[src/rtl/core/lcbs_pkg.sv]
`timescale 1ns / 1ps

package lcbs_pkg;

  // cube geometry
  localparam int X_SIZE = 8;
  localparam int Y_SIZE = 8;
  localparam int Z_SIZE = 8;

  localparam int VOXELS = X_SIZE * Y_SIZE * Z_SIZE;
  localparam int LAYER  = X_SIZE * Y_SIZE;
  localparam int ADDR_W = $clog2(VOXELS);
  localparam int IDX_W  = $clog2(LAYER);

  // item field widths
  localparam int COORD_W  = 3;
  localparam int PLANE_W  = 3;
  localparam int BYTE_W   = 8;
  localparam int COLOUR_W = 3 * BYTE_W;

  typedef enum logic [1:0] {
    OP_OR    = 2'd0,
    OP_FILL  = 2'd1,
    OP_CLEAR = 2'd2,
    OP_SCAN  = 2'd3
  } op_e;

  // load request from the sequencer to the output stage
  typedef struct packed {
    logic               load;
    logic               last;
    logic               zero;
    logic [PLANE_W-1:0] plane;
  } ld_t;

endpackage

[src/rtl/core/lcbs_sequencer.sv]
`timescale 1ns / 1ps

module lcbs_sequencer (
  input  logic                           clk_i,
  input  logic                           rst_ni,
  input  logic                           in_valid_i,
  output logic                           in_stall_o,
  input  lcbs_pkg::op_e                  op_i,
  input  logic [lcbs_pkg::COORD_W-1:0]   pos_x_i,
  input  logic [lcbs_pkg::COORD_W-1:0]   pos_y_i,
  input  logic [lcbs_pkg::COORD_W-1:0]   pos_z_i,
  input  logic [lcbs_pkg::COLOUR_W-1:0]  colour_i,
  input  logic [lcbs_pkg::PLANE_W-1:0]   plane_i,
  output logic                           ram_we_o,
  output logic [lcbs_pkg::ADDR_W-1:0]    ram_waddr_o,
  output logic [lcbs_pkg::COLOUR_W-1:0]  ram_wdata_o,
  output logic                           ram_re_o,
  output logic [lcbs_pkg::ADDR_W-1:0]    ram_raddr_o,
  input  logic [lcbs_pkg::COLOUR_W-1:0]  ram_rdata_i,
  input  logic                           can_load_i,
  output lcbs_pkg::ld_t                  ld_o
);
  import lcbs_pkg::*;

  typedef enum logic [6:0] {
    S_INIT  = 7'b0000001,
    S_IDLE  = 7'b0000010,
    S_OR_WR = 7'b0000100,
    S_FILL  = 7'b0001000,
    S_CLEAR = 7'b0010000,
    S_SCAN  = 7'b0100000,
    S_SPARE = 7'b1000000
  } state_e;

  state_e              state_q, state_d;
  logic [ADDR_W-1:0]   cnt_q, cnt_d;
  logic [ADDR_W-1:0]   addr_q, addr_d;
  logic [COLOUR_W-1:0] colour_q, colour_d;
  logic [COORD_W-1:0]  z_q, z_d;
  logic [PLANE_W-1:0]  plane_q, plane_d;
  logic                zero_q, zero_d;
  logic                iss_done_q, iss_done_d;
  logic                pend_q, pend_d;
  logic                pend_last_q, pend_last_d;
  logic                in_range;
  logic [ADDR_W-1:0]   in_addr;
  logic [ADDR_W-1:0]   scan_addr;
  logic                sweep_end;
  logic                load;
  logic                issue;

  assign in_range = (int'(pos_x_i) < X_SIZE) && (int'(pos_y_i) < Y_SIZE)
                 && (int'(pos_z_i) < Z_SIZE);
  assign in_addr  = (ADDR_W'(pos_z_i) * ADDR_W'(Y_SIZE) + ADDR_W'(pos_y_i))
                    * ADDR_W'(X_SIZE) + ADDR_W'(pos_x_i);
  assign scan_addr = ADDR_W'(z_q) * ADDR_W'(LAYER) + ADDR_W'(cnt_q[IDX_W-1:0]);
  assign sweep_end = (cnt_q == ADDR_W'(VOXELS - 1));

  assign load  = (state_q == S_SCAN) && pend_q && can_load_i;
  assign issue = (state_q == S_SCAN) && !iss_done_q && (!pend_q || load);

  assign in_stall_o = (state_q != S_IDLE);

  always_comb begin
    state_d     = state_q;
    cnt_d       = cnt_q;
    addr_d      = addr_q;
    colour_d    = colour_q;
    z_d         = z_q;
    plane_d     = plane_q;
    zero_d      = zero_q;
    iss_done_d  = iss_done_q;
    pend_d      = pend_q;
    pend_last_d = pend_last_q;
    ram_we_o    = 1'b0;
    ram_waddr_o = cnt_q;
    ram_wdata_o = '0;
    ram_re_o    = 1'b0;
    ram_raddr_o = scan_addr;

    unique case (state_q)
      S_INIT, S_FILL, S_CLEAR: begin
        ram_we_o = 1'b1;
        if (state_q == S_FILL) begin
          ram_wdata_o = colour_q;
        end
        if (sweep_end) begin
          cnt_d      = '0;
          iss_done_d = 1'b0;
          state_d    = (state_q == S_CLEAR) ? S_SCAN : S_IDLE;
        end else begin
          cnt_d = cnt_q + 1'b1;
        end
      end
      S_IDLE: begin
        if (in_valid_i) begin
          cnt_d      = '0;
          iss_done_d = 1'b0;
          unique case (op_i)
            OP_OR: begin
              if (in_range) begin
                ram_re_o    = 1'b1;
                ram_raddr_o = in_addr;
                addr_d      = in_addr;
                colour_d    = colour_i;
                state_d     = S_OR_WR;
              end
            end
            OP_FILL: begin
              colour_d = colour_i;
              state_d  = S_FILL;
            end
            OP_CLEAR: begin
              z_d     = '0;
              plane_d = '0;
              zero_d  = 1'b0;
              state_d = S_CLEAR;
            end
            OP_SCAN: begin
              z_d     = pos_z_i;
              plane_d = plane_i;
              zero_d  = !(int'(pos_z_i) < Z_SIZE);
              state_d = S_SCAN;
            end
            default: begin
              state_d = S_IDLE;
            end
          endcase
        end
      end
      S_OR_WR: begin
        ram_we_o    = 1'b1;
        ram_waddr_o = addr_q;
        ram_wdata_o = ram_rdata_i | colour_q;
        state_d     = S_IDLE;
      end
      S_SCAN: begin
        if (load) begin
          pend_d = 1'b0;
          if (pend_last_q) begin
            state_d = S_IDLE;
          end
        end
        if (issue) begin
          ram_re_o    = 1'b1;
          pend_d      = 1'b1;
          pend_last_d = (cnt_q[IDX_W-1:0] == IDX_W'(LAYER - 1));
          if (cnt_q[IDX_W-1:0] == IDX_W'(LAYER - 1)) begin
            iss_done_d = 1'b1;
          end else begin
            cnt_d = cnt_q + 1'b1;
          end
        end
      end
      default: begin
        state_d = S_IDLE;
      end
    endcase
  end

  always_ff @(posedge clk_i or negedge rst_ni) begin
    if (!rst_ni) begin
      state_q     <= S_INIT;
      cnt_q       <= '0;
      iss_done_q  <= 1'b0;
      pend_q      <= 1'b0;
      pend_last_q <= 1'b0;
    end else begin
      state_q     <= state_d;
      cnt_q       <= cnt_d;
      iss_done_q  <= iss_done_d;
      pend_q      <= pend_d;
      pend_last_q <= pend_last_d;
    end
  end

  always_ff @(posedge clk_i) begin
    addr_q   <= addr_d;
    colour_q <= colour_d;
    z_q      <= z_d;
    plane_q  <= plane_d;
    zero_q   <= zero_d;
  end

  always_comb begin
    ld_o.load  = load;
    ld_o.last  = pend_last_q;
    ld_o.zero  = zero_q;
    ld_o.plane = plane_q;
  end

  // a scan only reads the store
  a_scan_no_write: assert property (@(posedge clk_i) disable iff (!rst_ni)
    (state_q == S_SCAN) |-> !ram_we_o)
    else $error("store written during a scan");

  // handing over the last voxel of a layer ends the scan
  a_last_ends: assert property (@(posedge clk_i) disable iff (!rst_ni)
    (load && pend_last_q) |=> (state_q == S_IDLE))
    else $error("scan did not end after the latch item");

  // no read is issued while an unconsumed voxel would be overwritten
  a_no_clobber: assert property (@(posedge clk_i) disable iff (!rst_ni)
    (issue && pend_q) |-> load)
    else $error("pending voxel read overwritten");

endmodule

[config.mk]
export PLATFORM = sky130hd
export DESIGN_NAME = lcbs_sequencer
export DESIGN_NICKNAME = d
export VERILOG_FILES = /design/src/rtl/core/lcbs_pkg.sv /design/src/rtl/core/lcbs_sequencer.sv
export SDC_FILE = /design/constraint.sdc
export NUM_CORES = 1
export LEC_CHECK = 0
export BUFFER_PORTS_ARGS = -buffer_cell sky130_fd_sc_hd__buf_2
export CORE_ASPECT_RATIO = 1.25
export CORE_MARGIN = 8
export CORE_UTILIZATION = 47
export CTS_CLUSTER_DIAMETER = 60
export DETAILED_ROUTE_END_ITERATION = 8
export MAX_ROUTING_LAYER = met4
export PLACE_DENSITY = 0.81
export REMOVE_ABC_BUFFERS = 1
export SLEW_MARGIN = 20
export SYNTH_ARGS = -nofsm -noshare
export SYNTH_HDL_FRONTEND = slang
export SYNTH_SLANG_ARGS = --single-unit
[constraint.sdc]
create_clock -name clk_i -period 4.5 [get_ports clk_i]
set_clock_uncertainty 0.15 [all_clocks]
set_input_delay 0.9 -clock clk_i [delete_from_list [all_inputs] [get_ports clk_i]]
set_output_delay 0.9 -clock clk_i [all_outputs]
set_load 0.03 [all_outputs]
======== Word level (Yosys, flattened, before mapping) ========
Index checks and enable logic that the tools add are counted.
word-level totals
  bits in registers ....................... 58
  bits in latches ......................... 0
  bits in writable memories ............... 0
  bits in read-only memories .............. 0
  logic and storage cells ................. 87
  memories ................................ 0
cells by class
  $add $sub $neg .......................... 4
  multipliers ............................. 0
  divide/modulo/power cells ............... 0
  order comparisons ....................... 0
  equality and inequality tests ........... 19
  shift operators ......................... 0
  mux-type cells .......................... 32
  bitwise logic cells ..................... 1
  reduce and logical (&&, ||, !) cells .... 22
operator list
  operator                                             number
  2-to-1 mux 9 bit                                     8
  one-hot mux 24 bit (2 select lines)                  1
  2-to-1 mux 7 bit                                     4
  one-hot mux 7 bit (4 select lines)                   1
  one-hot mux 9 bit (3 select lines)                   1
  2-to-1 mux 24 bit                                    1
  bitwise OR 24 bit                                    1
  one-hot mux 7 bit (3 select lines)                   1
  != test 2 bit, second input constant                 6
  one-hot mux 3 bit (2 select lines)                   2
  2-to-1 mux 1 bit                                     10
  adder 9 x 1 -> 9 bit, second input constant          1
  adder 9 x 3 -> 9 bit                                 1
  adder 9 x 6 -> 9 bit                                 1
  equality test 9 bit, second input constant           1
  AND reduction 3 bit                                  3
  AND reduction 4 bit                                  2
  equality test 7 x 1 -> 1 bit, second input constant  1
  equality test 7 x 2 -> 1 bit, second input constant  1
  equality test 7 x 3 -> 1 bit, second input constant  1
  equality test 7 x 4 -> 1 bit, second input constant  1
  equality test 7 x 5 -> 1 bit, second input constant  1
  equality test 7 x 6 -> 1 bit, second input constant  1
  != test 7 x 2 -> 1 bit, second input constant        1
  19 further kinds                                     26

======== Logic depth before layout (Yosys ltp) ========
  depth in word-level cells ............... 7
  mapped depth ............................ 9
  mapped depth without buffers ............ 8

======== Least setup slack after synthesis ========
No wires, ideal clock.
  path kind ............................... register -> output
  start point ............................. register state_q[5]
  end point ............................... output port ram_raddr_o[0] (netlist bit)
  data arrival time ....................... 2.595 ns
  data required time ...................... 3.450 ns
  path slack .............................. 0.855 ns
  cell stages (with the launch flop) ...... 9
  path through ............................ dfrtp_1 nor4b_2 and2_1 buf_6 inv_4 nor3b_4 and2b_2 buf_12 mux2_4
between the ends
  word-level cells in the longest chain between the ends .. 2
RTL lines
  item                          line                   text
  start: declaration            lcbs_sequencer.sv:35   state_e state_q, state_d;
  start signal: assignment      lcbs_sequencer.sv:169  state_q <= state_d;
  equality test 7 x 2 -> 1 bit  lcbs_sequencer.sv:81   unique case (state_q)
  2-to-1 mux 9 bit              lcbs_sequencer.sv:81
  end: declaration              lcbs_sequencer.sv:18   output logic [lcbs_pkg::ADDR_W-1:0] ram_raddr_o,
Every way passes these cells.

======== Worst setup path after layout ========
  start point ............................. register state_q[5]
  end point ............................... output port ram_raddr_o[8] (netlist bit)
The elaborated chain is that of the path after synthesis.

==> impl_metrics.env <==
export IMPL_status="finished clean"
export IMPL_placed_cells_incl_taps=391
export IMPL_hp_start="iss_done_q"
export IMPL_worst_setup_path_end_kind="output pin"
export IMPL_grt_pass1_wl_mm=11.4
export IMPL_power_share_clock=0.266
export IMPL_ys_flop_type="edfxtp_1"
export IMPL_p_comb_frac=0.396
export IMPL_hold_viol_final=0
export IMPL_die_h_um=103
export IMPL_timing_hold_ws_ns=0.324
export IMPL_min_path_cells=1
export IMPL_finalSetupTns_ns=0
export IMPL_drive_above_1_share=0.457
export IMPL_max_freq_mhz=259
export IMPL_grt_max_degree=38
export IMPL_cp_arrival_ns=2.81
export IMPL_syn_area_per_cell_sq_um=12.7
export IMPL_relSlewSlack=0.394
export IMPL_drc_errors=0
export IMPL_fin_cells=407
export IMPL_synth_async_reset_ratio=0.316
export IMPL_clock_sinks=57
export IMPL_synth_edf_count=39
export IMPL_finalMaxSlewViolations=0
export IMPL_grt_pass1_vias=2296
export IMPL_cts_resized=0
export IMPL_ant_nets=0
export IMPL_cts_buffer_depth=2
export IMPL_cts_root_buf="clkbuf_8"
export IMPL_dr_pass1_iters=4
export IMPL_fin_nets=404
export IMPL_swShare=0.384
export IMPL_worstHoldEndpoint="pend_q"
export IMPL_gp_congestion=0.901
export IMPL_rrSetupSlack_ns=1.78
export IMPL_routedWlPerCell_um=18.3
export IMPL_yosys_warnings=0
export IMPL_cts_tree="yes"
export IMPL_rsz0062_at_grt="false"
export IMPL_ios=117
export IMPL_ys_seq_area_frac=0.572
export IMPL_synthTopCellsByArea="edfxtp_1 41%, dfrtp_1 15%, a22o_1 7.4%"
export IMPL_postRouteWirelength_mm=7.43
export IMPL_crit_chain="nor4b_2 > and2_1 > inv_4 > nor3b_4 > and2b_2 > mux2_2 > buf_2"
export IMPL_synth_ff_latch_count=57
export IMPL_switchingPower_uw=809
export IMPL_rows=31
export IMPL_start_kind="flip-flop"
export IMPL_worst_pin_slew_ns=0.905
export IMPL_min_period_ns=3.86
export IMPL_dr_first_iter_drc_count=146
export IMPL_finalCoreUtilization=0.629
export IMPL_p_per_area_nw_per_um2=576
export IMPL_intPower_uw=1300
export IMPL_die_x_um=85.5
export IMPL_design_area_sq_um=3660
export IMPL_final_cell_mix="115 x buf_2, 39 x edfxtp_1, 24 x a22o_1"
export IMPL_crit_path_max_incr_delay_ns=0.51
export IMPL_cp_max_fo=19
export IMPL_crit_path_start="state_q[5]"
export IMPL_die_area_sq_um=8800
export IMPL_layout_commonest_cell="buf_2"
export IMPL_coreArea_sq_um=5820
export IMPL_clk_pin_slew_worst_paths_ns=0.07
export IMPL_r2r_start="state_q[3]"
export IMPL_dp_hpwl_mm=5.59
export IMPL_vias=2285
export IMPL_synth_top_cell_area_share=0.413
export IMPL_p_leak_uw=0.00171
export IMPL_antenna_found_initial=0
export IMPL_reg2reg_depth=5
export IMPL_placed_cell_area_sq_um=3430
export IMPL_ys_types=52
export IMPL_post_cts_buffers=0
export IMPL_seq_power_share=0.337
export IMPL_slowest_stage="and2b_2"
export IMPL_gr_usage_all_layers=0.172
export IMPL_cts_htree_levels=3
export IMPL_diodes=0
export IMPL_fin_crit_sh=0.858
export IMPL_clk_latency_ns=0.33
export IMPL_initial_core_util=0.488
export IMPL_r2r_end="cnt_q[5]"
export IMPL_maxCapViolations=0
export IMPL_holdCritPathClass="flip-flop to flip-flop"
export IMPL_cts_hold_buffers=0
export IMPL_gr_total_overflow=0
export IMPL_cts_buffers=9
export IMPL_cp_required_ns=3.45
export IMPL_setup_viol=0
export IMPL_port_buffers=115
export IMPL_peakVddDrop_v=0.000353
export IMPL_synth_top_cell_by_area="edfxtp_1"
export IMPL_criticalPathCategory="flip-flop to output pin"
export IMPL_syn_area_sq_um=2840
export IMPL_synthCells=223
export IMPL_syn2layout_area_growth_pct=29.0
export IMPL_via_per_inst=5.61
[power groups by stage]
stage	sequential, uW	clock, uW	combinational (uW)
detailed placement	720	0	836
global placement	716	0	817
CTS	711	578	839
floorplan	711	0	597
finish	712	562	835
global route	723	604	904
[how the worst max path moves through the flow]
stage,endpoint,slack [ns],cells after the start
after floorplan,ram_waddr_o[0],-0.22,4
after global placement,ram_raddr_o[8],1.08,7
after global routing,ram_raddr_o[8],0.48,7
after detailed placement,ram_raddr_o[8],0.98,7
after CTS,ram_raddr_o[8],0.61,7
final,ram_raddr_o[8],0.64,7
[routing by layer]
metal	vias to the layer above	GRT usage	part of all wire
met2	88	0.271	0.52
met1	1088	0.199	0.39
li1	1093	-	-
met5	-	-	0
met3	16	0.0343	0.059
met4	0	0.105	0.027
[Yosys cell counts, drive strengths merged (3+ instances only)]
| master | number |
|---|---|
| a32o | 3 |
| edfxtp | 39 |
| o21ai | 10 |
| buf | 9 |
| and2 | 5 |
| nor3b | 3 |
| mux2 | 17 |
| a31oi | 5 |
| nand4 | 3 |
| o211ai | 4 |
| and3 | 11 |
| inv | 5 |
| clkbuf | 7 |
| a22o | 24 |
| nor2 | 10 |
| nor2b | 4 |
| nand2 | 13 |
| dfrtp | 17 |
[logic make-up after synthesis]
kind of cell,Yosys count,synth area share
other,1,0.00132
adders and majority gates,2,0.00881
and+or+nand+nor,60,0.122
muxes,17,0.0780
buffers and inverters,21,0.0419
xor gates and xnor gates,2,0.00617
AOI/OAI and AO/OA,63,0.170
DFF,57,0.572
[worst max-delay path: cells and delay by family, from the launching register on]
kind / cells / cell delay [ns]
buffers and inverters: 2 / 0.29
muxes: 1 / 0.39
and+or+nand+nor: 4 / 1.37
DFF: 1 / 0.45
[through the flow]
step | setup slack, ns | power [uW]
6_report | 0.639 | 2110
3_5_place_dp | 0.985 | 1560
2_1_floorplan | -0.221 | 1310
4_1_cts | 0.606 | 2130
3_3_place_gp | 1.08 | 1530
5_1_grt | 0.475 | 2230
[layout make-up]
type | instances | area [sq um]
clock buffer | 10 | 128
clock inverter | 6 | 106
fill | 471 | 2160
inverter | 5 | 21.3
multi-input combinational | 145 | 1100
sequential | 57 | 1620
tap | 66 | 82.6
timing repair buffer | 118 | 598
[state kept, by name, indices dropped and copies added, names as in the netlist]
name	flops
addr_q	9
cnt_q	9
colour_q	24
iss_done_q	1
pend_last_q	1
pend_q	1
plane_q	3
state_q	6
z_q	3
(Power assumes the default switching activity.)
