`src/rtl/core/lcbs_pkg.sv`:
```
`timescale 1ns / 1ps

package lcbs_pkg;

  // cube geometry
  localparam int X_SIZE = 8;
  localparam int Y_SIZE = 8;
  localparam int Z_SIZE = 8;

  localparam int VOXELS = X_SIZE * Y_SIZE * Z_SIZE;
  localparam int LAYER  = X_SIZE * Y_SIZE;
  localparam int ADDR_W = $clog2(VOXELS);
  localparam int IDX_W  = $clog2(LAYER);

  // item field widths
  localparam int COORD_W  = 3;
  localparam int PLANE_W  = 3;
  localparam int BYTE_W   = 8;
  localparam int COLOUR_W = 3 * BYTE_W;

  typedef enum logic [1:0] {
    OP_OR    = 2'd0,
    OP_FILL  = 2'd1,
    OP_CLEAR = 2'd2,
    OP_SCAN  = 2'd3
  } op_e;

  // load request from the sequencer to the output stage
  typedef struct packed {
    logic               load;
    logic               last;
    logic               zero;
    logic [PLANE_W-1:0] plane;
  } ld_t;

endpackage

```
`src/rtl/core/lcbs_out_stage.sv`:
```
`timescale 1ns / 1ps

module lcbs_out_stage (
  input  logic                           clk_i,
  input  logic                           rst_ni,
  input  lcbs_pkg::ld_t                  ld_i,
  input  logic [lcbs_pkg::COLOUR_W-1:0]  rdata_i,
  output logic                           can_load_o,
  output logic                           out_valid_o,
  input  logic                           out_stall_i,
  output logic                           red_bit_o,
  output logic                           green_bit_o,
  output logic                           blue_bit_o,
  output logic                           latch_now_o
);
  import lcbs_pkg::*;

  logic valid_q, valid_d;
  logic red_q, green_q, blue_q, latch_q;
  logic [BYTE_W-1:0] red_byte, green_byte, blue_byte;

  assign red_byte   = rdata_i[2*BYTE_W +: BYTE_W];
  assign green_byte = rdata_i[BYTE_W +: BYTE_W];
  assign blue_byte  = rdata_i[0 +: BYTE_W];

  assign can_load_o = !valid_q || !out_stall_i;

  always_comb begin
    valid_d = valid_q && out_stall_i;
    if (ld_i.load) begin
      valid_d = 1'b1;
    end
  end

  always_ff @(posedge clk_i or negedge rst_ni) begin
    if (!rst_ni) begin
      valid_q <= 1'b0;
    end else begin
      valid_q <= valid_d;
    end
  end

  always_ff @(posedge clk_i) begin
    if (ld_i.load) begin
      red_q   <= !ld_i.zero && red_byte[ld_i.plane];
      green_q <= !ld_i.zero && green_byte[ld_i.plane];
      blue_q  <= !ld_i.zero && blue_byte[ld_i.plane];
      latch_q <= ld_i.last;
    end
  end

  assign out_valid_o = valid_q;
  assign red_bit_o   = red_q;
  assign green_bit_o = green_q;
  assign blue_bit_o  = blue_q;
  assign latch_now_o = latch_q;

  // never overwrite a result that is still stalled
  a_load_free: assert property (@(posedge clk_i) disable iff (!rst_ni)
    ld_i.load |-> (!valid_q || !out_stall_i))
    else $error("output register overwritten while stalled");

endmodule

```
`config.mk`:
```
export PLATFORM = sky130hd
export DESIGN_NAME = lcbs_out_stage
export DESIGN_NICKNAME = d
export VERILOG_FILES = /design/src/rtl/core/lcbs_pkg.sv /design/src/rtl/core/lcbs_out_stage.sv
export SDC_FILE = /design/constraint.sdc
export NUM_CORES = 1
export LEC_CHECK = 0
export BUFFER_PORTS_ARGS = -buffer_cell sky130_fd_sc_hd__buf_2
export CAP_MARGIN = 20
export CORE_AREA = 10 10 47 49
export CTS_CLUSTER_DIAMETER = 120
export DETAILED_ROUTE_END_ITERATION = 8
export DIE_AREA = 0 0 57 59
export GPL_TIMING_DRIVEN = 0
export PLACE_DENSITY = 0.66
export SLEW_MARGIN = 20
export SYNTH_ARGS = -nofsm -noshare
export SYNTH_HDL_FRONTEND = slang
export SYNTH_SLANG_ARGS = --single-unit
```
`constraint.sdc`:
```
create_clock -name clk_i -period 1.68 [get_ports clk_i]
set_clock_uncertainty 0.05 [all_clocks]
set_input_delay 0.168 -clock clk_i [delete_from_list [all_inputs] [get_ports clk_i]]
set_output_delay 0.168 -clock clk_i [all_outputs]
set_load 0.03 [all_outputs]
```
# Word-level counts from Yosys, hierarchy flattened
# Cells that the tools add are included.
# totals
register_bits	5
latch_bits	0
mem_bits_rw	0
mem_bits_ro	0
inputBits	33
out_inout_bits	6
elab_cells	21
memories	0
# op_classes
addsub	0
n_mul	0
n_div	0
order_cmp	1
n_eq_ne	0
n_shift	0
muxes	7
bitwise_logic	0
reduce_logical	8
# ops
op	count
$bmux 1 s3	3
$logic_and 1x1->1	4
$lt 3x4->1 const B	1
$mux 1	4
$logic_not 1->1	3
$logic_or 1x1->1	1

# Depth between registers and ports, before layout
# Gate-level depths: netlist of run 1.
# depth
word_depth	3
depth_mapped	4
mapped_depth_nobuf	3

# Worst setup path before layout of run 1
# Ideal clock, no wire load.
# synth_path
kind	input to register
startpoint	input port ld_i[0] (netlist name)
endpoint	register blue_q, in the netlist blue_bit_o, data pin
setup_ps	254
arrival_ps	970
t_required_ps	1376
slack_ps	405
cell_stages	4
path_buffers	1
cell_sequence	buf_6 mux4_1 mux2i_1 nor2_1
# synth_via
elab_chain_cells	3
# synth_rtl
item	line	rtl
start: declaration	lcbs_out_stage.sv:6	input lcbs_pkg::ld_t ld_i,
$bmux 1 s3	lcbs_out_stage.sv:47	blue_q <= !ld_i.zero && blue_byte[ld_i.plane];
$mux 1 (not written as such)	lcbs_out_stage.sv:47	
$logic_and 1x1->1	lcbs_out_stage.sv:47	
end signal: assignment	lcbs_out_stage.sv:47	
end: declaration	lcbs_out_stage.sv:19	logic red_q, green_q, blue_q, latch_q;
# Every way passes these cells. The select of a mux whose other input is x is not followed.
# A chain may end at the register's enable or synchronous reset.

# Final worst setup path of run 1
# layout_path
startpoint	input port ld_i[0] (netlist name)
endpoint	register green_q, in the netlist green_bit_o, data pin
# layout_via
elab_chain_cells	3
# layout_rtl
item	line	rtl
$bmux 1 s3	lcbs_out_stage.sv:46	green_q <= !ld_i.zero && green_byte[ld_i.plane];
$mux 1 (not written as such)	lcbs_out_stage.sv:46	
$logic_and 1x1->1	lcbs_out_stage.sv:46	
end signal: assignment	lcbs_out_stage.sv:46	
end: declaration	lcbs_out_stage.sv:19	
# Every way passes these cells. The select of a mux whose other input is x is not followed.

==> results of run 1 <==
## final cells by class
| class | count | area (um^2) | area share |
|---|---|---|---|
| clock buffers | 4 | 26.3 | 0.0433 |
| multi-input cells | 14 | 209 | 0.344 |
| repair buffers | 38 | 195 | 0.322 |
| flip-flops and latches | 5 | 145 | 0.239 |
| plain buffers | 1 | 11.3 | 0.0186 |
| well taps | 16 | 20.0 | 0.0330 |
## kinds of logic (layout without fill, tap and decap cells)
logic type,after synthesis,after routing,share of synthesized area
buf+inv,1,43,0.0308
simple gates,5,5,0.0582
flops,5,5,0.397
mux,9,9,0.514
## what timing repair did
item	in CTS	in global routing
hold endpoints to repair	1	0
hold buffers	1	0
setup buffers	0	0
## stage by stage
stage	area (um^2)	std cells	setup slack, ns	utilization	hold slack, ns
2_1_floorplan	365	20	0.405	-	-0.178
4_1_cts	607	78	0.574	0.433	0.0513
5_1_grt	607	78	0.530	0.433	0.0519
6_report	607	78	0.591	0.433	0.0624
3_3_place_gp	571	73	0.333	0.407	-0.107
3_5_place_dp	571	73	0.324	0.407	-0.103
## critical path: cells and delay by family
kind / cells / cell delay [ns]
mux: 2 / 0.71
buf+inv: 1 / 0.10
simple gates: 1 / 0.05
## metal layers
| metal | track usage | part of all wire | up-vias |
|---|---|---|---|
| met2 | 0.0853 | 0.32 | 39 |
| li1 | - | - | 176 |
| met4 | 0.0403 | 0 | 0 |
| met1 | 0.0760 | 0.50 | 149 |
| met5 | 0 | 0 | - |
| met3 | 0.0558 | 0.18 | 0 |
## final timing paths
check / end / from / slack [ns]
min: latch_now_o / ld_i[4] / 0.06
min reg2reg: out_valid_o / out_valid_o / 0.44
min in group asynchronous: out_valid_o / rst_ni / 0.18
max: green_bit_o / ld_i[0] / 0.59
max reg2reg: out_valid_o / out_valid_o / 1.02
max in group asynchronous: out_valid_o / rst_ni / 1.31
## power by group
| part | total (uW) | internal [uW] | switching (uW) |
|---|---|---|---|
| Combinational | 120 | 64.3 | 55.5 |
| Sequential | 149 | 147 | 2.32 |
| Clock | 135 | 89.5 | 45.4 |
| Total | 404 | 301 | 103 |
## state kept, by name, indices dropped and copies added (netlist names)
| register | count |
|---|---|
| blue_bit_o | 1 |
| green_bit_o | 1 |
| latch_now_o | 1 |
| out_valid_o | 1 |
| red_bit_o | 1 |
## cells in the mapped netlist (all sizes together)
| library cell | n | area share |
|---|---|---|
| nand2 | 1 | 0.010 |
| edfxtp | 4 | 0.33 |
| mux4 | 6 | 0.43 |
| mux2i | 3 | 0.082 |
| nand2b | 1 | 0.017 |
| buf | 1 | 0.031 |
| nor2 | 3 | 0.031 |
| dfrtp | 1 | 0.068 |
==> flow_results.org, run 1 <==
** Outcome
- Run status :: finished clean

** Power and ir drop
- Power per cell area :: 666 nW/um^2
- IR drop worst, VDD :: around 0.19 mV
- Power Total :: slightly above 400 uW
- Leak pwr :: 0.000311 uW

** Yosys
- Synthesis produced a netlist with a net count of 53.
- Count of unique library cells instantiated by Yosys :: 8
- Post-synth design cell area :: 365 um^2
- Counting flops and latches in the post-synthesis netlist gives 5.
- In this run the mean area of a mapped cell was between 15 and 20 um^2.
- Synthesis produced 20 cells.
- Synth Warn # :: 0
- Sequential element share of the synthesized area :: 0.397

** STA
- Slew Limit Fails :: 0
- Final critical-path share of the clock period :: 0.648
- For the pin with the worst max-slew slack, the measured transition is about 0.12 ns.
- Post-route setup TNS :: 0 ns
- The clock period could shrink to 1.09 ns.
- Setup violations, final :: 0
- Highest attainable clock frequency :: between 900 and 1000 MHz
- Setup repair after global routing left no endpoint under its margin.
- Measured against its own limit, the worst slew margin works out to 0.915.
- The total count of hold-check failures in the final report came to 0.

** Floorplanning
- For this configuration, the core starts out at a cell density of 0.261.
- Die outline height :: between 50 and 60 um
- In this run the core area contains 14 standard-cell rows.
- Area of the core :: 1400 um^2
- 39 I/O pins were placed.
- The floorplan step set the die width to 57 um.
- The die covers between 3000 and 4000 um^2.

** Critical path
- Critical Path Sink Type :: flop
- The largest single stage delay on the critical path is between 0.5 and 0.6 ns.
- The worst setup path is launched from a primary input.
- At the worst endpoint, the arrival time is approximately 1 ns.
- Critical path's slowest cell :: sky130_fd_sc_hd__mux4_1
- Classification of the worst setup path :: in -> reg
- Required arrival time at the worst endpoint :: around 1.6 ns
- Count of cells along the worst register-to-register path :: 2
- Walking the worst path, the cells encountered are buf_6 -> mux4_1 -> mux2i_1 -> nor2_1.
- Critical Path Fanout Max :: 6

** Clock tree
- Worst-case clock buffer depth :: 2
- Latest clock arrival within the worst-skew pair :: between 0.2 and 0.25 ns
- Counting the buffers created by CTS gives 3.
- CTS clock-pin slew for the worst setup and hold paths :: around 0.040 ns
- CTS H-tree lvls :: 1
- TritonCTS Sinks :: 5
- The tree is rooted in a sky130_fd_sc_hd__clkbuf_4.
- TritonCTS built the clock tree.
- In this run, post-CTS repair resized a total of 0 instances.

** Routing
- Number of optimization iterations in the first detailed-route pass :: 3
- The detailed router finished its first iteration with 4 violations.
- The final layout contains routed wiring with a total length of 1110 um.
- For this run, design rule violations remaining after detail routing come to 0.
- Via count of the routed design :: approximately 360
- Once detail routing completed, the nets flagged for antenna violations numbered 0.
- Wirelength per Cell :: 14.2 um
- Using the TritonRoute via totals, the vias-per-cell ratio works out to approximately 4.7.

** Hold path
- The min-delay analysis places its worst path in the category in -> reg.
- Worst hold stages :: 1

** Layout
- Commonest cells after routing, fill and taps aside :: 37 x sky130_fd_sc_hd__buf_2, 6 x sky130_fd_sc_hd__mux4_1, 4 x sky130_fd_sc_hd__edfxtp_1
- The final layout contains 96 nets.
- 0 antenna diodes ended up in the layout.
- P&R area growth vs syn :: 66.1%
- Fraction of final layout cells with drive strength greater than 1 :: 0.661
- The layout has 140 filler cells.
- Leading cell type in the layout, fill and taps excluded :: sky130_fd_sc_hd__buf_2

** GRT
- First-pass GRT wire length :: 1790 um
- The via count of the first global-routing pass is approximately 480.
- For this run the aggregate overflow at the end of global routing stands at 0.
- The initial antenna violation count came to 0.
- Aggregate global-route resource usage :: 0.0677
- Largest net degree at the start of global routing :: 7

** Placement
- Routability-driven placement finished with a final weighted congestion of a little under 0.7.
- Count of buffers inserted at the top-level ports :: 37

** Flow run
- Across the run, the number of max-cap violations was 0.
(Power assumes the default switching activity.)
==> inputs of run 2 (changes only) <==
--- a/config.mk
+++ b/config.mk
@@ -5,14 +5,15 @@
 export SDC_FILE = /design/constraint.sdc
 export NUM_CORES = 1
 export LEC_CHECK = 0
+export ABC_AREA = 1
 export BUFFER_PORTS_ARGS = -buffer_cell sky130_fd_sc_hd__buf_2
 export CAP_MARGIN = 20
-export CORE_AREA = 10 10 47 49
+export CORE_MARGIN = 10
+export CORE_UTILIZATION = 33
 export CTS_CLUSTER_DIAMETER = 120
 export DETAILED_ROUTE_END_ITERATION = 8
-export DIE_AREA = 0 0 57 59
 export GPL_TIMING_DRIVEN = 0
-export PLACE_DENSITY = 0.66
+export PLACE_DENSITY = 0.72
 export SLEW_MARGIN = 20
 export SYNTH_ARGS = -nofsm -noshare
 export SYNTH_HDL_FRONTEND = slang
==> constraint.sdc (replaced) <==
create_clock -name clk_i -period 0.9 [get_ports clk_i]
set_clock_uncertainty 0.05 [all_clocks]
set_input_delay 0.09 -clock clk_i [delete_from_list [all_inputs] [get_ports clk_i]]
set_output_delay 0.09 -clock clk_i [all_outputs]
set_load 0.03 [all_outputs]
==> run 2 against run 1 <==
Net effect: the flow now finishes with violations (setup timing); wire length up 43%; flip-flop and latch count did not move; critical path depth shrank 2; register-to-register slack worse by 0.79 ns; sequential share of layout area shrank 5.4 points; clock-buffer cell count unchanged; total power grew 110%; worst hold slack worse by 0.028 ns; die area is 1.4% higher.
==> flow_results.org, run 2 <==
** Outcome
- The run finished, with violations left.
- Failing checks :: setup timing

** Yosys
- After synthesis, the mean cell area works out to ~5.5 um^2.
- The most used flip-flop cell after synthesis is sky130_fd_sc_hd__edfxtp_1.
- Synth Warn # :: 0
- In the post-synthesis netlist, the cell with the most instances is sky130_fd_sc_hd__nand2_1.
- The synthesized design contains 5 register bits.
- Most area-consuming cells after synthesis :: sky130_fd_sc_hd__edfxtp_1 25%, sky130_fd_sc_hd__nand2_1 25%, sky130_fd_sc_hd__inv_1 21%
- Top cell type by total area after synthesis :: sky130_fd_sc_hd__edfxtp_1
- Counting distinct cell types in the post-synthesis netlist gives 9.
- Async SR Flop Fraction :: 0.200
- Syn_nets :: 121
- Number of enable flip-flop cells after synthesis :: 4
- In this run the cell area of the synthesized design comes to 487 um^2.
- Sequential element share of the synthesized area :: 0.298
- By count the netlist is led by 32 x sky130_fd_sc_hd__nand2_1, 27 x sky130_fd_sc_hd__inv_1, 15 x sky130_fd_sc_hd__nand3_1.
- Synthesis handed over a netlist of between 80 and 90 instances.
- The share of synthesized area in the top cell type comes to 0.247.

** Critical path
- STA classifies the critical path endpoint as a primary output.
- Startpoint type of the worst setup path :: flop
- Along the worst path, the maximum fanout reaches 2.
- Classification of the worst setup path :: reg -> out
- STA puts the critical path data required time at around 0.76 ns.
- Endpoint arrival time on the critical path :: 0.84 ns

** STA
- Relative slew margins :: 0.880
- Final critical-path share of the clock period :: 1.08
- Subtracting the final worst setup slack from the clock period gives between 0.9 and 1 ns.
- For the pin with the worst max-slew slack, the measured transition is roughly 0.18 ns.
- The final number of max-transition violations is 0.
- Final Hold Viols :: 0
- Highest attainable clock frequency :: ~1000 MHz
- Setup violations remaining at the end of the flow were counted as 5.
- Final critical-path setup slack :: -0.0764 ns
- Adding up every negative setup slack in the final design gives -0.178 ns.
- Hold timing on the final database bottoms out at a slack of between 0.03 and 0.04 ns.
- Setup repair after global routing could not meet its margin everywhere.

** Clock tree
- CTS clock-pin slew for the worst setup and hold paths :: 0.04 ns
- The longest clock path from root to sink contains 2 buffers.
- Buffers inserted during clock tree synthesis total 3.
- Setup fix buffers added after clock tree synthesis :: 0
- CTS tree :: done
- Latest clock arrival within the worst-skew pair :: 0.24 ns
- CTS H-tree lvls :: 1
- TritonCTS Sinks :: 5
- Clock tree root driver cell :: sky130_fd_sc_hd__clkbuf_4

** Layout
- The library cells used most frequently in the layout, excluding fill and tap cells, are 32 x sky130_fd_sc_hd__buf_2, 31 x sky130_fd_sc_hd__nand2_1, 27 x sky130_fd_sc_hd__inv_1.
- From synthesis to final layout, the design area changed by 60.9%.
- Area used by sequential logic in the layout :: about 150 um^2
- Fraction of final layout cells with drive strength greater than 1 :: 0.341
- Post-route cell area :: approximately 780 um^2
- In the final layout, the multi-input gates occupy 225 um^2.
- Inserted Diodes :: 0
- Final net count :: about 170
- Once layout is complete, the utilization of the core stands at 0.580.
- The layout has about 140 filler cells.
- Leading cell type in the layout, fill and taps excluded :: sky130_fd_sc_hd__buf_2

** Floorplanning
- The floorplan step set the die height to approximately 58 um.
- The initial utilization of the core area, before any placement, comes to 0.361.
- Area of the core :: approximately 1400 um^2
- Number of rows in the core area :: 13
- Full die area :: 3410 um^2
- For this design the top-level I/O count stands at 39.
- From left edge to right edge, the die measures around 58 um.

** Placement
- Once detailed placement completed, the half-perimeter wirelength came to 1390 um.
- Count of buffers inserted at the top-level ports :: 38
- The congestion estimate from routability-driven global placement came to around 0.76.
- DP Area :: roughly 700 um^2

** GRT
- The initial antenna violation count was 0.
- Entering global routing, the biggest net connects 11 pins.
- Total congestion overflow :: 0
- First-pass GRT wire length :: ~2500 um
- Aggregate global-route resource usage :: 0.0917
- Via count of the first global-routing pass :: 600

** Power and ir drop
- Leak pwr :: slightly above 0.0005 uW
- The design draws between 800 and 900 uW.
- Power per cell area :: about 1100 nW/um^2
- IR analysis of the VDD net gives a maximum drop of 0.645 mV.

** Routing
- After detailed routing, the average wire length per cell comes to ~11 um.
- After detailed routing, the number of remaining DRC violations is 0.
- The detailed router placed ~630 vias in this run.
- Total Routed Length :: between 1500 and 2000 um
- In this run the remaining antenna-violating nets after routing total 0.
- Using the TritonRoute via totals, the vias-per-cell ratio works out to around 4.3.
- DRC marker count from the first detailed-route iteration :: 9
- Number of optimization iterations in the first detailed-route pass :: 4

** Hold path
- The worst hold path belongs to the class in -> reg.

** Flow run
- Across the run, the number of max-cap violations was 0.
[run 2: cell types whose count changed in the layout (fill, tap and decap cells not counted)]
cell,previous run,this run
sky130_fd_sc_hd__buf_2,37,32
sky130_fd_sc_hd__buf_4,0,2
sky130_fd_sc_hd__buf_6,1,6
sky130_fd_sc_hd__dlygate4sd3_1,1,2
sky130_fd_sc_hd__inv_1,0,27
sky130_fd_sc_hd__inv_2,0,1
sky130_fd_sc_hd__mux2i_1,3,0
sky130_fd_sc_hd__mux4_1,6,0
sky130_fd_sc_hd__nand2_1,1,31
sky130_fd_sc_hd__nand2_4,0,1
sky130_fd_sc_hd__nand2b_1,1,0
sky130_fd_sc_hd__nand3_1,0,15
sky130_fd_sc_hd__nor2_1,3,6
[run 2: final timing paths]
kind / startpoint / endpoint / slack [ns] / depth (start not counted)
worst max register to register: out_valid_o / out_valid_o / 0.23 / 2
worst max-delay path: out_valid_o / can_load_o / -0.08 / 2
max in group asynchronous: rst_ni / out_valid_o / 0.61 / 2
min in group asynchronous: rst_ni / out_valid_o / 0.10 / 2
worst min-delay path: out_stall_i / out_valid_o / 0.03 / 3
worst min register to register: out_valid_o / out_valid_o / 0.46 / 2
[run 2: through the flow]
| step | setup slack [ns] | cells |
|---|---|---|
| floorplan | 0.0195 | 88 |
| global placement | -0.132 | 141 |
| detailed placement | -0.159 | 141 |
| CTS | -0.0764 | 147 |
| global route | -0.120 | 147 |
| finish | -0.0764 | 147 |
[run 2: final cells by class]
class                      instances  share of cell area
buffer                             2              0.0240
timing repair buffer              40               0.312
tap                               15              0.0240
multi-input combinational         53               0.288
inverter                          28               0.134
sequential                         5               0.185
clock buffer                       4              0.0335
[run 2: where the power goes]
part / switching (uW) / internal, uW
sequential: 10.8 / 275
clock: 94.0 / 168
combinational: 161 / 147
total: 266 / 589
[run 2: per-layer routing]
layer  global-route usage  vias up  share of wire
li1                     -      341              -
met1               0.0847      267           0.38
met2                0.171       21           0.53
met3               0.0300        2          0.076
met4               0.0503        0          0.014
met5                    0        -              0
[run 2: what timing repair did]
| action | CTS | global route |
|---|---|---|
| hold buffers | 2 | 0 |
| endpoints found under the hold margin | 2 | 0 |
| resized for setup | 11 | 0 |
| setup endpoints to repair | 6 | 6 |
[run 2: cells by family after synthesis]
| family | Yosys count | share of synthesized area |
|---|---|---|
| flops | 5 | 0.298 |
| simple gates | 53 | 0.447 |
| buf+inv | 30 | 0.255 |
[run 2: worst max-delay path, stage by stage (launching register included)]
cell and delay, ns:
sky130_fd_sc_hd__dfrtp_1 0.40, sky130_fd_sc_hd__nand2_4 0.07, sky130_fd_sc_hd__buf_6 0.13
==> inputs of run 3 (changes only) <==
--- a/config.mk
+++ b/config.mk
@@ -8,12 +8,12 @@
 export ABC_AREA = 1
 export BUFFER_PORTS_ARGS = -buffer_cell sky130_fd_sc_hd__buf_2
 export CAP_MARGIN = 20
-export CORE_MARGIN = 10
-export CORE_UTILIZATION = 33
+export CORE_AREA = 10 10 47 49
 export CTS_CLUSTER_DIAMETER = 120
 export DETAILED_ROUTE_END_ITERATION = 8
+export DIE_AREA = 0 0 57 59
 export GPL_TIMING_DRIVEN = 0
-export PLACE_DENSITY = 0.72
+export PLACE_DENSITY = 0.76
 export SLEW_MARGIN = 20
 export SYNTH_ARGS = -nofsm -noshare
 export SYNTH_HDL_FRONTEND = slang
==> constraint.sdc (replaced) <==
create_clock -name clk_i -period 1.27 [get_ports clk_i]
set_clock_uncertainty 0.05 [all_clocks]
set_input_delay 0.127 -clock clk_i [delete_from_list [all_inputs] [get_ports clk_i]]
set_output_delay 0.127 -clock clk_i [all_outputs]
set_load 0.03 [all_outputs]
==> run 3 against run 2 <==
Net effect: the flow now finishes without violations; worst hold slack improved by 0.011 ns; sequential share of layout area rose by 1.0 points; clock power is 32% lower; clock-buffer cell count is the same; register-to-register slack improved by 0.41 ns; core utilization decreased by 5.0 points; cell count grew 0.68%; critical path depth is the same; first-iteration DRC count grew 11%; global-route usage down 0.95 points; flip-flop and latch count unchanged; highest routed layer is now met3.
==> flow_results.org, run 3 (synthesized netlist as in run 2, its figures left out) <==
** GRT
- Entering global routing, the biggest net connects 11 pins.
- Number of antenna violations at the first check in global routing :: 0
- In the global route stage, overall resource usage came out at 0.0822.
- Via count of the first global-routing pass :: about 600
- For this run the aggregate overflow at the end of global routing stands at 0.
- First-pass GRT wire length :: around 2300 um

** Critical path
- STA classifies the critical path endpoint as a primary output.
- The worst setup path is launched from a flop.
- Data on the critical path is required at its endpoint by between 1 and 1.5 ns.
- Classification of the worst setup path :: reg -> out
- Counting both buffers and inverters, the worst setup path holds a total of 1.
- For this run, the slowest stage of the critical path takes 0.36 ns.
- Critical path's slowest cell :: sky130_fd_sc_hd__dfrtp_1
- Critical-path cell list :: nand2_1 -> buf_2
- The most critical setup path has its startpoint at out_valid_o.
- Endpoint arrival time on the critical path :: 0.86 ns
- Reg-to-reg startpoint :: out_valid_o
- Along the worst path, the maximum fanout reaches 2.
- On the critical path the largest part of the delay comes from flip-flops.

** Layout
- Leading cell type in the layout, fill and taps excluded :: sky130_fd_sc_hd__buf_2
- Fraction of final layout cells with drive strength greater than 1 :: 0.333
- 0 antenna diodes ended up in the layout.
- Commonest cells after routing, fill and taps aside :: 38 x sky130_fd_sc_hd__buf_2, 32 x sky130_fd_sc_hd__nand2_1, 27 x sky130_fd_sc_hd__inv_1
- The final layout contains around 170 nets.
- Once layout is complete, the utilization of the core stands at 0.530.
- P&R area growth vs syn :: 52.7%
- Filler cells :: between 150 and 200

** Clock tree
- Total clock buffers created by CTS :: 3
- Clock-pin slew was measured on the worst setup and hold paths at around 0.04 ns.
- CTS tree :: done
- The clock reaches the later pin of the worst-skew pair after 0.24 ns.
- Clock tree root driver cell :: sky130_fd_sc_hd__clkbuf_4
- CTS H-tree lvls :: 1
- Setup fix buffers added after clock tree synthesis :: 0
- TritonCTS Sinks :: 5
- Counting along the longest clock path gives a buffer depth of 2.

** Hold path
- In this run the worst hold path is classified as in -> reg.
- Hold path start :: out_stall_i

** Floorplanning
- After floorplanning, the core was sized to cover roughly 1400 um^2.
- Measured along the x axis, the die boundary spans roughly 57 um.
- The initial utilization of the core area, before any placement, comes to 0.347.
- Full die area :: 3360 um^2
- During I/O placement, the number of pins put on the boundary was 39.
- Die outline height :: between 50 and 60 um
- Number of rows in the core area :: 14

** STA
- Unrepaired setup endpoints after global routing :: false
- Adding up every negative setup slack in the final design gives 0 ns.
- The final number of max-transition violations is 0.
- Highest attainable clock frequency :: between 900 and 1000 MHz
- At the pin with the least slew margin, the transition time is 0.174 ns.
- The worst path in the final design needs a cycle of roughly 1.0 ns, including I/O delays and setup.
- Final Hold Viols :: 0
- Headroom to the max-slew limit came out at 0.884.
- Setup violations, final :: 0
- In the finished design, the share of the clock period the worst path needs comes to 0.819.
- Worst hold slack across all endpoints :: 0.0458 ns

** Routing
- The count of nets left with antenna violations once routing finished came out at 0.
- Summing over every cut layer, the via total after detailed routing is 621.
- Wirelength per Cell :: roughly 9.5 um
- After detailed routing, the number of remaining DRC violations is 0.
- Detail-routed via count per cell :: around 4.2
- Total Routed Length :: roughly 1400 um
- Number of optimization iterations in the first detailed-route pass :: 4
- In this run, the number of DRC markers left after iteration 0 of detailed routing was 10.

** Power and ir drop
- Power per cell area :: 769 nW/um^2
- For this design the static power due to leakage is between 0.0005 and 0.0006 uW.
- VDD sags by at most around 0.26 mV.

** Flow run
- Reported max-cap violation count :: 0

** Placement
- Input and output buffers added on the ports amount to 38.
- RD Place Congestion :: ~0.78
- The wire-length estimate of the detail-placed layout is 1270 um.

** Outcome
- The run finished with clean final reports.
run 3: cell count changes in the layout (fill, tap and decap cells not counted):
| cell | delta |
|---|---|
| sky130_fd_sc_hd__buf_2 | +6 |
| sky130_fd_sc_hd__buf_6 | -5 |
| sky130_fd_sc_hd__buf_4 | -1 |
| sky130_fd_sc_hd__nand2_1 | +1 |
| sky130_fd_sc_hd__nand2_4 | -1 |
run 3: routing by layer:
| metal | up-vias | share of wire | track usage |
|---|---|---|---|
| met1 | 245 | 0.44 | 0.0931 |
| li1 | 342 | - | - |
| met5 | - | 0 | 0 |
| met2 | 34 | 0.42 | 0.121 |
| met3 | 0 | 0.13 | 0.0472 |
| met4 | 0 | 0 | 0.0403 |
run 3: area by class of cell:
type                       instances  area [um^2]  area share
multi-input combinational         53          218       0.293
timing repair buffer              40          210       0.283
sequential                         5          145       0.195
inverter                          28          105       0.141
clock buffer                       4         26.3      0.0354
tap                               16         20.0      0.0269
buffer                             2         18.8      0.0253
run 3: tightest hold or removal path, cell delays in order:
cell and delay (ns):
sky130_fd_sc_hd__buf_2 0.07, sky130_fd_sc_hd__nand2_1 0.05, sky130_fd_sc_hd__nand2_1 0.05
run 3: where the power goes:
part	switching, uW	leakage [uW]	internal [uW]
Combinational	110	0.000439	85.6
Sequential	3.05	0.0000495	194
Clock	60.1	0.0000150	118
run 3: metrics by stage:
step                      instance area [um^2]  instances  worst slack [ns]  power (uW)
after floorplan                            487         88             0.257         312
after global placement                     697        142             0.228         390
after detailed placement                   697        142             0.216         393
after CTS                                  733        147             0.211         586
after global routing                       743        148             0.178         627
final                                      743        148             0.230         572
run 3: repair_timing:
action                                 CTS  global route
gates resized for setup                  0             0
endpoints found under the hold margin    1             1
hold buffers                             1             1
run 3: worst paths after layout:
kind / end / slack [ns] / depth (start not counted)
max: can_load_o / 0.23 / 2
min: out_valid_o / 0.05 / 3
max reg2reg: out_valid_o / 0.64 / 2
min reg2reg: out_valid_o / 0.42 / 2
max in group asynchronous: out_valid_o / 0.94 / 2
min in group asynchronous: out_valid_o / 0.15 / 2
